File: src/sv/atd_pkg.sv
// Shared types and constants for the alarm table tick dispatch block.
package atd_pkg;

    localparam int TICK_W   = 32;
    localparam int SECS_W   = 22;
    localparam int USECS_W  = 20;
    localparam int REM_W    = 23;
    localparam int STATUS_W = 3;

    localparam int MS_PER_SEC  = 1000;
    localparam int MAX_RESULTS = 16;
    localparam int CNT_W       = $clog2(MAX_RESULTS);

    // x/1000 == (x >> 3) / 125; the /125 is a reciprocal multiply, exact for 29-bit operands
    localparam int PRE_SHIFT   = 3;
    localparam int MUL_X_W     = TICK_W - PRE_SHIFT;
    localparam int RECIP_W     = 30;
    localparam int RECIP_SHIFT = 36;
    localparam int MUL_W       = MUL_X_W + RECIP_W;
    localparam logic [RECIP_W-1:0] RECIP_125 = 30'd549755814;

    typedef enum logic [1:0] {
        CMD_ADD    = 2'd0,
        CMD_CANCEL = 2'd1,
        CMD_REPORT = 2'd2,
        CMD_TICK   = 2'd3
    } cmd_t;

    typedef enum logic [STATUS_W-1:0] {
        ST_ADDED     = 3'd0,
        ST_FULL      = 3'd1,
        ST_CANCELLED = 3'd2,
        ST_NOT_FOUND = 3'd3,
        ST_EXPIRED   = 3'd4
    } status_t;

    typedef enum logic [2:0] {
        S_IDLE,
        S_SCAN,
        S_MUL,
        S_ADD_WR,
        S_REP_OUT,
        S_FLUSH
    } state_t;

    typedef struct packed {
        logic    load;
        logic    tick_inc;
        logic    scan_run;
        logic    take;
        logic    clr_hit;
        logic    pend_push;
        logic    mul_go;
        logic    wr_slot;
        logic    emit;
        status_t emit_code;
        logic    emit_rem;
        logic    emit_last;
    } ctl_cmd_t;

    typedef struct packed {
        cmd_t kind;
        logic hit;
        logic scan_end;
        logic cap;
        logic due_ge;
        logic pend_vld;
    } ctl_stat_t;

endpackage

File: src/sv/atd_ctrl.sv
// Controller state machine: sequences slot scans, arithmetic and result strobes.
module atd_ctrl
    import atd_pkg::*;
(
    input  logic      clk,
    input  logic      rst_n,
    input  logic      start,
    input  cmd_t      command,
    input  ctl_stat_t stat,
    output ctl_cmd_t  cmd,
    output logic      busy
);

    state_t state_reg;
    state_t state_next;

    always_ff @(posedge clk or negedge rst_n)
    begin
        if (!rst_n)
        begin
            state_reg <= S_IDLE;
        end
        else
        begin
            state_reg <= state_next;
        end
    end

    always_comb
    begin
        state_next    = state_reg;
        cmd           = '0;
        cmd.emit_code = ST_ADDED;
        busy          = 1'b1;
        unique case (state_reg)
            S_IDLE:
            begin
                busy = 1'b0;
                if (start)
                begin
                    cmd.load     = 1'b1;
                    cmd.tick_inc = (command == CMD_TICK);
                    state_next   = S_SCAN;
                end
            end
            S_SCAN:
            begin
                cmd.scan_run = 1'b1;
                unique case (stat.kind)
                    CMD_ADD:
                    begin
                        if (stat.hit)
                        begin
                            cmd.take   = 1'b1;
                            state_next = S_MUL;
                        end
                        else if (stat.scan_end)
                        begin
                            cmd.emit      = 1'b1;
                            cmd.emit_code = ST_FULL;
                            cmd.emit_last = 1'b1;
                            state_next    = S_IDLE;
                        end
                    end
                    CMD_CANCEL, CMD_REPORT:
                    begin
                        if (stat.hit)
                        begin
                            cmd.take    = 1'b1;
                            cmd.clr_hit = 1'b1;
                            if (stat.kind == CMD_REPORT && stat.due_ge)
                            begin
                                state_next = S_MUL;
                            end
                            else
                            begin
                                cmd.emit      = 1'b1;
                                cmd.emit_code = ST_CANCELLED;
                                cmd.emit_last = 1'b1;
                                state_next    = S_IDLE;
                            end
                        end
                        else if (stat.scan_end)
                        begin
                            cmd.emit      = 1'b1;
                            cmd.emit_code = ST_NOT_FOUND;
                            cmd.emit_last = 1'b1;
                            state_next    = S_IDLE;
                        end
                    end
                    CMD_TICK:
                    begin
                        if (stat.hit)
                        begin
                            // the held expiry goes out now; it is not the last one
                            cmd.clr_hit   = 1'b1;
                            cmd.pend_push = 1'b1;
                            cmd.emit      = stat.pend_vld;
                            cmd.emit_code = ST_EXPIRED;
                            if (stat.cap)
                            begin
                                state_next = S_FLUSH;
                            end
                        end
                        else if (stat.scan_end)
                        begin
                            state_next = S_FLUSH;
                        end
                    end
                    default:
                    begin
                        state_next = S_IDLE;
                    end
                endcase
            end
            S_MUL:
            begin
                cmd.mul_go = 1'b1;
                state_next = (stat.kind == CMD_ADD) ? S_ADD_WR : S_REP_OUT;
            end
            S_ADD_WR:
            begin
                cmd.wr_slot   = 1'b1;
                cmd.emit      = 1'b1;
                cmd.emit_code = ST_ADDED;
                cmd.emit_last = 1'b1;
                state_next    = S_IDLE;
            end
            S_REP_OUT:
            begin
                cmd.emit      = 1'b1;
                cmd.emit_code = ST_CANCELLED;
                cmd.emit_rem  = 1'b1;
                cmd.emit_last = 1'b1;
                state_next    = S_IDLE;
            end
            S_FLUSH:
            begin
                cmd.emit      = stat.pend_vld;
                cmd.emit_code = ST_EXPIRED;
                cmd.emit_last = 1'b1;
                state_next    = S_IDLE;
            end
            default:
            begin
                state_next = S_IDLE;
            end
        endcase
    end

endmodule

File: src/sv/atd_dpath.sv
// Datapath: slot memories, used bits, tick counter, scan pipeline, divider and result registers.
module atd_dpath
    import atd_pkg::*;
#(
    parameter int ALARM_SLOTS   = 16,
    parameter int EVENT_ID_BITS = 16
)
(
    input  logic                     clk,
    input  logic                     rst_n,
    input  ctl_cmd_t                 cmd,
    output ctl_stat_t                stat,
    input  cmd_t                     command,
    input  logic [EVENT_ID_BITS-1:0] event_id,
    input  logic [SECS_W-1:0]        delay_secs,
    input  logic [USECS_W-1:0]       delay_usecs,
    output logic                     result_strobe,
    output logic [STATUS_W-1:0]      status,
    output logic [EVENT_ID_BITS-1:0] alarm_event,
    output logic [REM_W-1:0]         remaining_secs,
    output logic                     last
);

    localparam int SLOT_W = (ALARM_SLOTS > 1) ? $clog2(ALARM_SLOTS) : 1;
    localparam int PTR_W  = SLOT_W + 1;
    localparam logic [PTR_W-1:0] PTR_END = PTR_W'(ALARM_SLOTS);

    // slot storage
    logic [EVENT_ID_BITS-1:0] slot_event_mem [ALARM_SLOTS];
    logic [TICK_W-1:0]        slot_due_mem   [ALARM_SLOTS];
    logic [ALARM_SLOTS-1:0]   slot_used_reg;

    logic [TICK_W-1:0]        tick_now_reg;

    // captured request
    cmd_t                     kind_reg;
    logic [EVENT_ID_BITS-1:0] ev_reg;
    logic [SECS_W-1:0]        secs_reg;
    logic [USECS_W-1:0]       usecs_reg;

    // scan pipeline
    logic [PTR_W-1:0]         ptr_reg;
    logic [SLOT_W-1:0]        ptr_idx;
    logic                     ptr_live;
    logic                     p1_vld_reg;
    logic [SLOT_W-1:0]        p1_idx_reg;
    logic                     p1_used_reg;
    logic [EVENT_ID_BITS-1:0] rd_event_reg;
    logic [TICK_W-1:0]        rd_due_reg;
    logic                     match;

    logic [SLOT_W-1:0]        slot_sel_reg;
    logic [TICK_W-1:0]        diff_reg;

    logic [MUL_X_W-1:0]       mul_x;
    logic [MUL_W-1:0]         mul_prod_reg;
    logic [TICK_W-1:0]        sec_prod_reg;
    logic [REM_W-1:0]         quot;
    logic [TICK_W-1:0]        due_new;

    logic                     pend_vld_reg;
    logic [EVENT_ID_BITS-1:0] pend_event_reg;
    logic [CNT_W-1:0]         count_reg;

    logic                     strobe_reg;
    logic [STATUS_W-1:0]      status_reg;
    logic [EVENT_ID_BITS-1:0] event_out_reg;
    logic [REM_W-1:0]         rem_reg;
    logic                     last_reg;

    assign ptr_idx  = ptr_reg[SLOT_W-1:0];
    assign ptr_live = (ptr_reg != PTR_END);

    always_comb
    begin
        unique case (kind_reg)
            CMD_ADD:              match = !p1_used_reg;
            CMD_CANCEL, CMD_REPORT: match = p1_used_reg && (rd_event_reg == ev_reg);
            CMD_TICK:             match = p1_used_reg && (rd_due_reg <= tick_now_reg);
            default:              match = 1'b0;
        endcase
    end

    assign stat.kind     = kind_reg;
    assign stat.hit      = p1_vld_reg && match;
    assign stat.scan_end = !ptr_live && !p1_vld_reg;
    assign stat.cap      = (count_reg == CNT_W'(MAX_RESULTS - 1));
    assign stat.due_ge   = (rd_due_reg >= tick_now_reg);
    assign stat.pend_vld = pend_vld_reg;

    // shared /1000 unit: add uses the microseconds, report uses the time left
    assign mul_x   = (kind_reg == CMD_ADD) ? MUL_X_W'(usecs_reg[USECS_W-1:PRE_SHIFT])
                                           : diff_reg[TICK_W-1:PRE_SHIFT];
    assign quot    = mul_prod_reg[RECIP_SHIFT +: REM_W];
    assign due_new = sec_prod_reg + TICK_W'(quot) + tick_now_reg;

    always_ff @(posedge clk or negedge rst_n)
    begin
        if (!rst_n)
        begin
            tick_now_reg  <= '0;
            slot_used_reg <= '0;
            kind_reg      <= CMD_ADD;
            ptr_reg       <= '0;
            p1_vld_reg    <= 1'b0;
            pend_vld_reg  <= 1'b0;
            count_reg     <= '0;
            strobe_reg    <= 1'b0;
        end
        else
        begin
            if (cmd.tick_inc)
            begin
                tick_now_reg <= tick_now_reg + TICK_W'(1);
            end
            if (cmd.clr_hit)
            begin
                slot_used_reg[p1_idx_reg] <= 1'b0;
            end
            if (cmd.wr_slot)
            begin
                slot_used_reg[slot_sel_reg] <= 1'b1;
            end
            if (cmd.load)
            begin
                kind_reg <= command;
            end
            if (cmd.load)
            begin
                ptr_reg <= '0;
            end
            else if (cmd.scan_run && ptr_live)
            begin
                ptr_reg <= ptr_reg + PTR_W'(1);
            end
            p1_vld_reg <= cmd.scan_run && ptr_live;
            if (cmd.load)
            begin
                pend_vld_reg <= 1'b0;
                count_reg    <= '0;
            end
            else if (cmd.pend_push)
            begin
                pend_vld_reg <= 1'b1;
                count_reg    <= count_reg + CNT_W'(1);
            end
            strobe_reg <= cmd.emit;
        end
    end

    always_ff @(posedge clk)
    begin
        if (cmd.load)
        begin
            ev_reg    <= event_id;
            secs_reg  <= delay_secs;
            usecs_reg <= delay_usecs;
        end
        p1_idx_reg   <= ptr_idx;
        p1_used_reg  <= slot_used_reg[ptr_idx];
        rd_event_reg <= slot_event_mem[ptr_idx];
        rd_due_reg   <= slot_due_mem[ptr_idx];
        if (cmd.wr_slot)
        begin
            slot_event_mem[slot_sel_reg] <= ev_reg;
            slot_due_mem[slot_sel_reg]   <= due_new;
        end
        if (cmd.take)
        begin
            slot_sel_reg <= p1_idx_reg;
            diff_reg     <= rd_due_reg - tick_now_reg;
        end
        if (cmd.mul_go)
        begin
            mul_prod_reg <= MUL_W'(mul_x) * MUL_W'(RECIP_125);
            sec_prod_reg <= TICK_W'(secs_reg) * TICK_W'(MS_PER_SEC);
        end
        if (cmd.pend_push)
        begin
            pend_event_reg <= rd_event_reg;
        end
        if (cmd.emit)
        begin
            status_reg    <= cmd.emit_code;
            event_out_reg <= (cmd.emit_code == ST_EXPIRED) ? pend_event_reg : ev_reg;
            rem_reg       <= cmd.emit_rem ? (quot + REM_W'(1)) : '0;
            last_reg      <= cmd.emit_last;
        end
    end

    assign result_strobe  = strobe_reg;
    assign status         = status_reg;
    assign alarm_event    = event_out_reg;
    assign remaining_secs = rem_reg;
    assign last           = last_reg;

    a_tick_step: assert property (@(posedge clk) disable iff (!rst_n)
        tick_now_reg != $past(tick_now_reg) |-> tick_now_reg == $past(tick_now_reg) + TICK_W'(1))
        else $error("tick counter moved by more than one");

    a_slot_written: assert property (@(posedge clk) disable iff (!rst_n)
        cmd.wr_slot |=> slot_used_reg[$past(slot_sel_reg)])
        else $error("added slot not marked used");

endmodule

File: src/sv/alarm_table_tick_dispatch_unit.sv
// Top level of the alarm table tick dispatch block: controller plus datapath.
//
//  channel   handshake              payload
//  request   start / busy           command, event_id, delay_secs, delay_usecs
//  result    result_strobe (1 cyc)  status, alarm_event, remaining_secs, last
//
// One request at a time. The alarm memory is scanned one slot per cycle through a
// two-stage read pipeline; an add or a reporting cancel then also passes through the
// shared /1000 multiplier state. A tick emits up to 16 expiries, one at a time as found;
// the last is flagged when the scan ends or the 16th expiry is taken.
// Reset clears the tick counter and all used bits at once; no memory sweep is needed.
// Results cannot be held off: each strobe lasts exactly one cycle.
module alarm_table_tick_dispatch_unit
    import atd_pkg::*;
#(
    parameter int ALARM_SLOTS   = 16,
    parameter int EVENT_ID_BITS = 16
)
(
    input  logic                     clk,
    input  logic                     rst_n,
    input  logic                     start,
    output logic                     busy,
    input  logic [1:0]               command,
    input  logic [EVENT_ID_BITS-1:0] event_id,
    input  logic [SECS_W-1:0]        delay_secs,
    input  logic [USECS_W-1:0]       delay_usecs,
    output logic                     result_strobe,
    output logic [STATUS_W-1:0]      status,
    output logic [EVENT_ID_BITS-1:0] alarm_event,
    output logic [REM_W-1:0]         remaining_secs,
    output logic                     last
);

    ctl_cmd_t  cmd;
    ctl_stat_t stat;
    cmd_t      command_in;

    assign command_in = cmd_t'(command);

    atd_ctrl u_ctrl (
        .clk     (clk),
        .rst_n   (rst_n),
        .start   (start),
        .command (command_in),
        .stat    (stat),
        .cmd     (cmd),
        .busy    (busy)
    );

    atd_dpath #(
        .ALARM_SLOTS   (ALARM_SLOTS),
        .EVENT_ID_BITS (EVENT_ID_BITS)
    ) u_dpath (
        .clk            (clk),
        .rst_n          (rst_n),
        .cmd            (cmd),
        .stat           (stat),
        .command        (command_in),
        .event_id       (event_id),
        .delay_secs     (delay_secs),
        .delay_usecs    (delay_usecs),
        .result_strobe  (result_strobe),
        .status         (status),
        .alarm_event    (alarm_event),
        .remaining_secs (remaining_secs),
        .last           (last)
    );

    a_strobe_busy: assert property (@(posedge clk) disable iff (!rst_n)
        result_strobe |-> $past(busy))
        else $error("result strobe without a request in flight");

    a_single_last: assert property (@(posedge clk) disable iff (!rst_n)
        result_strobe && status != ST_EXPIRED |-> last)
        else $error("non-expiry result not flagged last");

    a_last_gap: assert property (@(posedge clk) disable iff (!rst_n)
        result_strobe && last |=> !result_strobe)
        else $error("result follows the last result of a request");

endmodule

File: config.mk
export PLATFORM = sky130hd
export DESIGN_NAME = alarm_table_tick_dispatch_unit
export DESIGN_NICKNAME = d
export VERILOG_FILES = /design/src/sv/atd_pkg.sv /design/src/sv/atd_ctrl.sv /design/src/sv/atd_dpath.sv /design/src/sv/alarm_table_tick_dispatch_unit.sv
export SDC_FILE = /design/constraint.sdc
export NUM_CORES = 2
export LEC_CHECK = 0
export ABC_AREA = 1
export BUFFER_PORTS_ARGS = -buffer_cell sky130_fd_sc_hd__buf_4
export CORE_MARGIN = 3
export CORE_UTILIZATION = 64
export DETAILED_ROUTE_END_ITERATION = 7
export PLACE_DENSITY = 0.79
export REMOVE_ABC_BUFFERS = 1
export SYNTH_ARGS = -nofsm -noshare
export SYNTH_HDL_FRONTEND = slang
export SYNTH_SLANG_ARGS = --single-unit
File: constraint.sdc
create_clock -name clk -period 10.6 [get_ports clk]
set_input_delay 2.12 -clock clk [delete_from_list [all_inputs] [get_ports clk]]
set_output_delay 2.12 -clock clk [all_outputs]
set_load 0.1 [all_outputs]
==> flow_summary.ini <==
[clocking]
clock_sinks = 1085
cts-root-buf = clkbuf_16
cts_hold_buf = 0
numCtsBuffers = 105
post_cts_resized = 0
cts_tree = done
htree_levels = 3
worst_skew_pair.late_latency_ns = 0.71
path_clk_slew_ns = 0.06
clk_path_buf_depth = 3
post-cts-setup-buffers = 0

[worst_hold_path]
hold_start = u_dpath.rd_event_reg[13]
min_path_type = flip-flop to flip-flop
whs_path_depth = 0
min_to = u_dpath.pend_event_reg[13]

[synth]
synth-edff-count = 967
synth-seq-area-share_pct = 50.95
synthesis.area_mm2 = 0.06227
post-synth-top-area-fraction_pct = 46.63
synth_compound_area_share_pct = 9.134
ys_types = 56
synth-seq-cells = 1085
synth_fa_ha_area_share_pct = 21.70
async_flop_share_pct = 5.991
syn_inst = 5633
synth-simple-area-share_pct = 10.13
yosys.area.top_type = edfxtp_1
yosysMostFrequentCell = edfxtp_1
avgSynthCellArea_um2 = 11.06
synthTopCellsByArea = edfxtp_1, fa_1, ha_1, inv_1, o21ai_0
synthMuxAreaShare_pct = 0
yosys-top-cells-count = edfxtp_1, inv_1, nor2_1
synth_ff_type = edfxtp_1
synth_top_family_by_area = adder cells
synth-xor-area-share_pct = 2.067
yosys_warnings = 0

[worst_setup_path]
rr_worst_depth = 31
rr_startpoint = u_dpath.kind_reg[0]
arrival_ns = 9.12
rr_endpoint = u_dpath.mul_prod_reg[57]
critPathLaunchType = flip-flop
slowest_stage = inv_1
path_max_fanout = 23
crit_buf_inv = 9
required_ns = 10.98
path_class = flip-flop to flip-flop
rrSetupSlack_ns = 1.87
cp-end-kind = flip-flop
cp.depth = 31
cp_top_family = adder cells
cp_common_cell = inv_1
max_stage_delay_ns = 0.56

[timing]
final.setup_skew_ns = 0.08799
layout_setup_ws_ns = 1.869
rsz0062_at_grt = no
fin_tns_setup_ns = 0
timing.fmax_ghz = 0.1145
drv_slew = 0
slew_headroom_pct = 12.98
finalSetupViolations = 0
fin_crit_sh_pct = 82.37
hold_violations = 0
fin_crit_ns = 8.731
worst_pin_slew_ns = 1.301

[final_layout]
reg.largest.list = u_dpath.slot_due_mem (512), u_dpath.slot_event_mem (256)
fin_cells = 7089
largest_reg_flops = 512
regMostFlops = u_dpath.slot_due_mem
area_growth_pct = 9.351
fin_nets = 6656
utilization_pct = 71.14
final_layout_size_suffix_gt1_share_pct = 6.749

[grt]
top_usage_layer = met2
use_met1_pct = 42.13
grt_pass1_wl_mm = 241.7
antenna_found_initial = 1
overflow = 0
use_met2_pct = 50.54
met3_usage_pct = 5.514
grt_use_total_pct = 30.90
grt_pass1_vias = 42530
grt_start_max_net_pins = 247

[floorplanning]
num_io_pins = 108
dieArea_mm2 = 0.1011
start_util_pct = 65.06
die_h_um = 317.9
core_mm2 = 0.09572
dieWidth_um = 317.9
rows = 113

[placement]
io_buffers = 104
place.detailed.hpwl_mm = 102.4
dp.cells = 6889
preCtsSetupSlack_ns = 2.053
place.gp.congestion = 0.9970

[routing]
first_pass_iters = 8
route.antenna.remaining_nets = 0
via_per_inst = 5.984
drcViolationCount = 0
wirelength_mm = 155.6
drt_iter0_drc = 4507
detail_route.wl_per_cell_um = 21.94
via_count = 42420

[run]
maxCapViolCount = 0

[outcome]
status = finished, final reports clean
-- placed cells by master, fill, tap and decap left out, types with 11 or more instances in the layout --
master,n
nand2_1,609
o21a_1,11
fa_1,363
buf_4,152
o21bai_1,11
a31oi_1,19
clkbuf_16,105
edfxtp_1,967
clkbuf_1,17
nand3_1,73
a21o_1,26
clkinv_1,24
nor2_4,25
xnor2_1,49
o21ai_0,542
dfrtp_1,63
nor3_1,34
a21oi_1,191
o22ai_1,196
nand4_1,84
o21ai_1,12
dfxtp_1,53
xor2_1,97
inv_1,825
clkinv_2,20
ha_1,499
nor2_1,614
-- worst max path at each step --
| stage | from | end | slack [ns] |
|---|---|---|---|
| after global placement | u_dpath.kind_reg[0] | u_dpath.mul_prod_reg[53] | 2.11 |
| after CTS | u_dpath.kind_reg[0] | u_dpath.mul_prod_reg[57] | 1.94 |
| after floorplan | u_dpath.ptr_reg[0] | u_dpath.alarm_event[0] | -5.69 |
| after detailed placement | u_dpath.kind_reg[0] | u_dpath.mul_prod_reg[57] | 2.05 |
| after global routing | u_dpath.kind_reg[0] | u_dpath.mul_prod_reg[53] | 1.39 |
| final | u_dpath.kind_reg[0] | u_dpath.mul_prod_reg[57] | 1.87 |
-- cells by family after synthesis --
| logic type | Yosys count |
|---|---|
| flip-flops | 1085 |
| XOR/XNOR | 147 |
| AO/OA/AOI/OAI | 1040 |
| buffers and inverters | 994 |
| AND/OR/NAND/NOR | 1505 |
| adder cells (fa/ha/maj) | 862 |
-- area by class of cell --
cell class                 instances  area (um2)
sequential                      1085       31730
clock buffer                     128        2774
clock inverter                    71       699.4
fill                            6563       27620
antenna                            1       2.502
timing repair buffer             155        1201
inverter                         830        3129
tap                             1265        1583
multi-input combinational       3554       26970
-- worst register-to-register path: cells and delay by family (launching register included) --
| kind | cells | cell delay [ns] |
|---|---|---|
| AOI/OAI and AO/OA | 3 | 0.72 |
| adders and majority gates | 10 | 4.34 |
| buffers and inverters | 9 | 1.49 |
| DFF | 1 | 0.35 |
| and+or+nand+nor | 9 | 1.53 |
-- per-stage QoR --
stage	cell area [um2]	hold WS, ns
2_1_floorplan	61640	0.4230
3_3_place_gp	64620	0.4355
3_5_place_dp	64620	0.4352
4_1_cts	68090	0.4368
5_1_grt	68090	0.4517
6_report	68100	0.4397
-- metal layers --
metal	wire length, um	vias up
li1	-	19390
met1	60950	20540
met2	74200	2141
met3	15050	349
met4	5350	0
met5	0	-
Power is not shown: default switching activity piles up to over one toggle a cycle in this logic, so the estimate is an artifact.
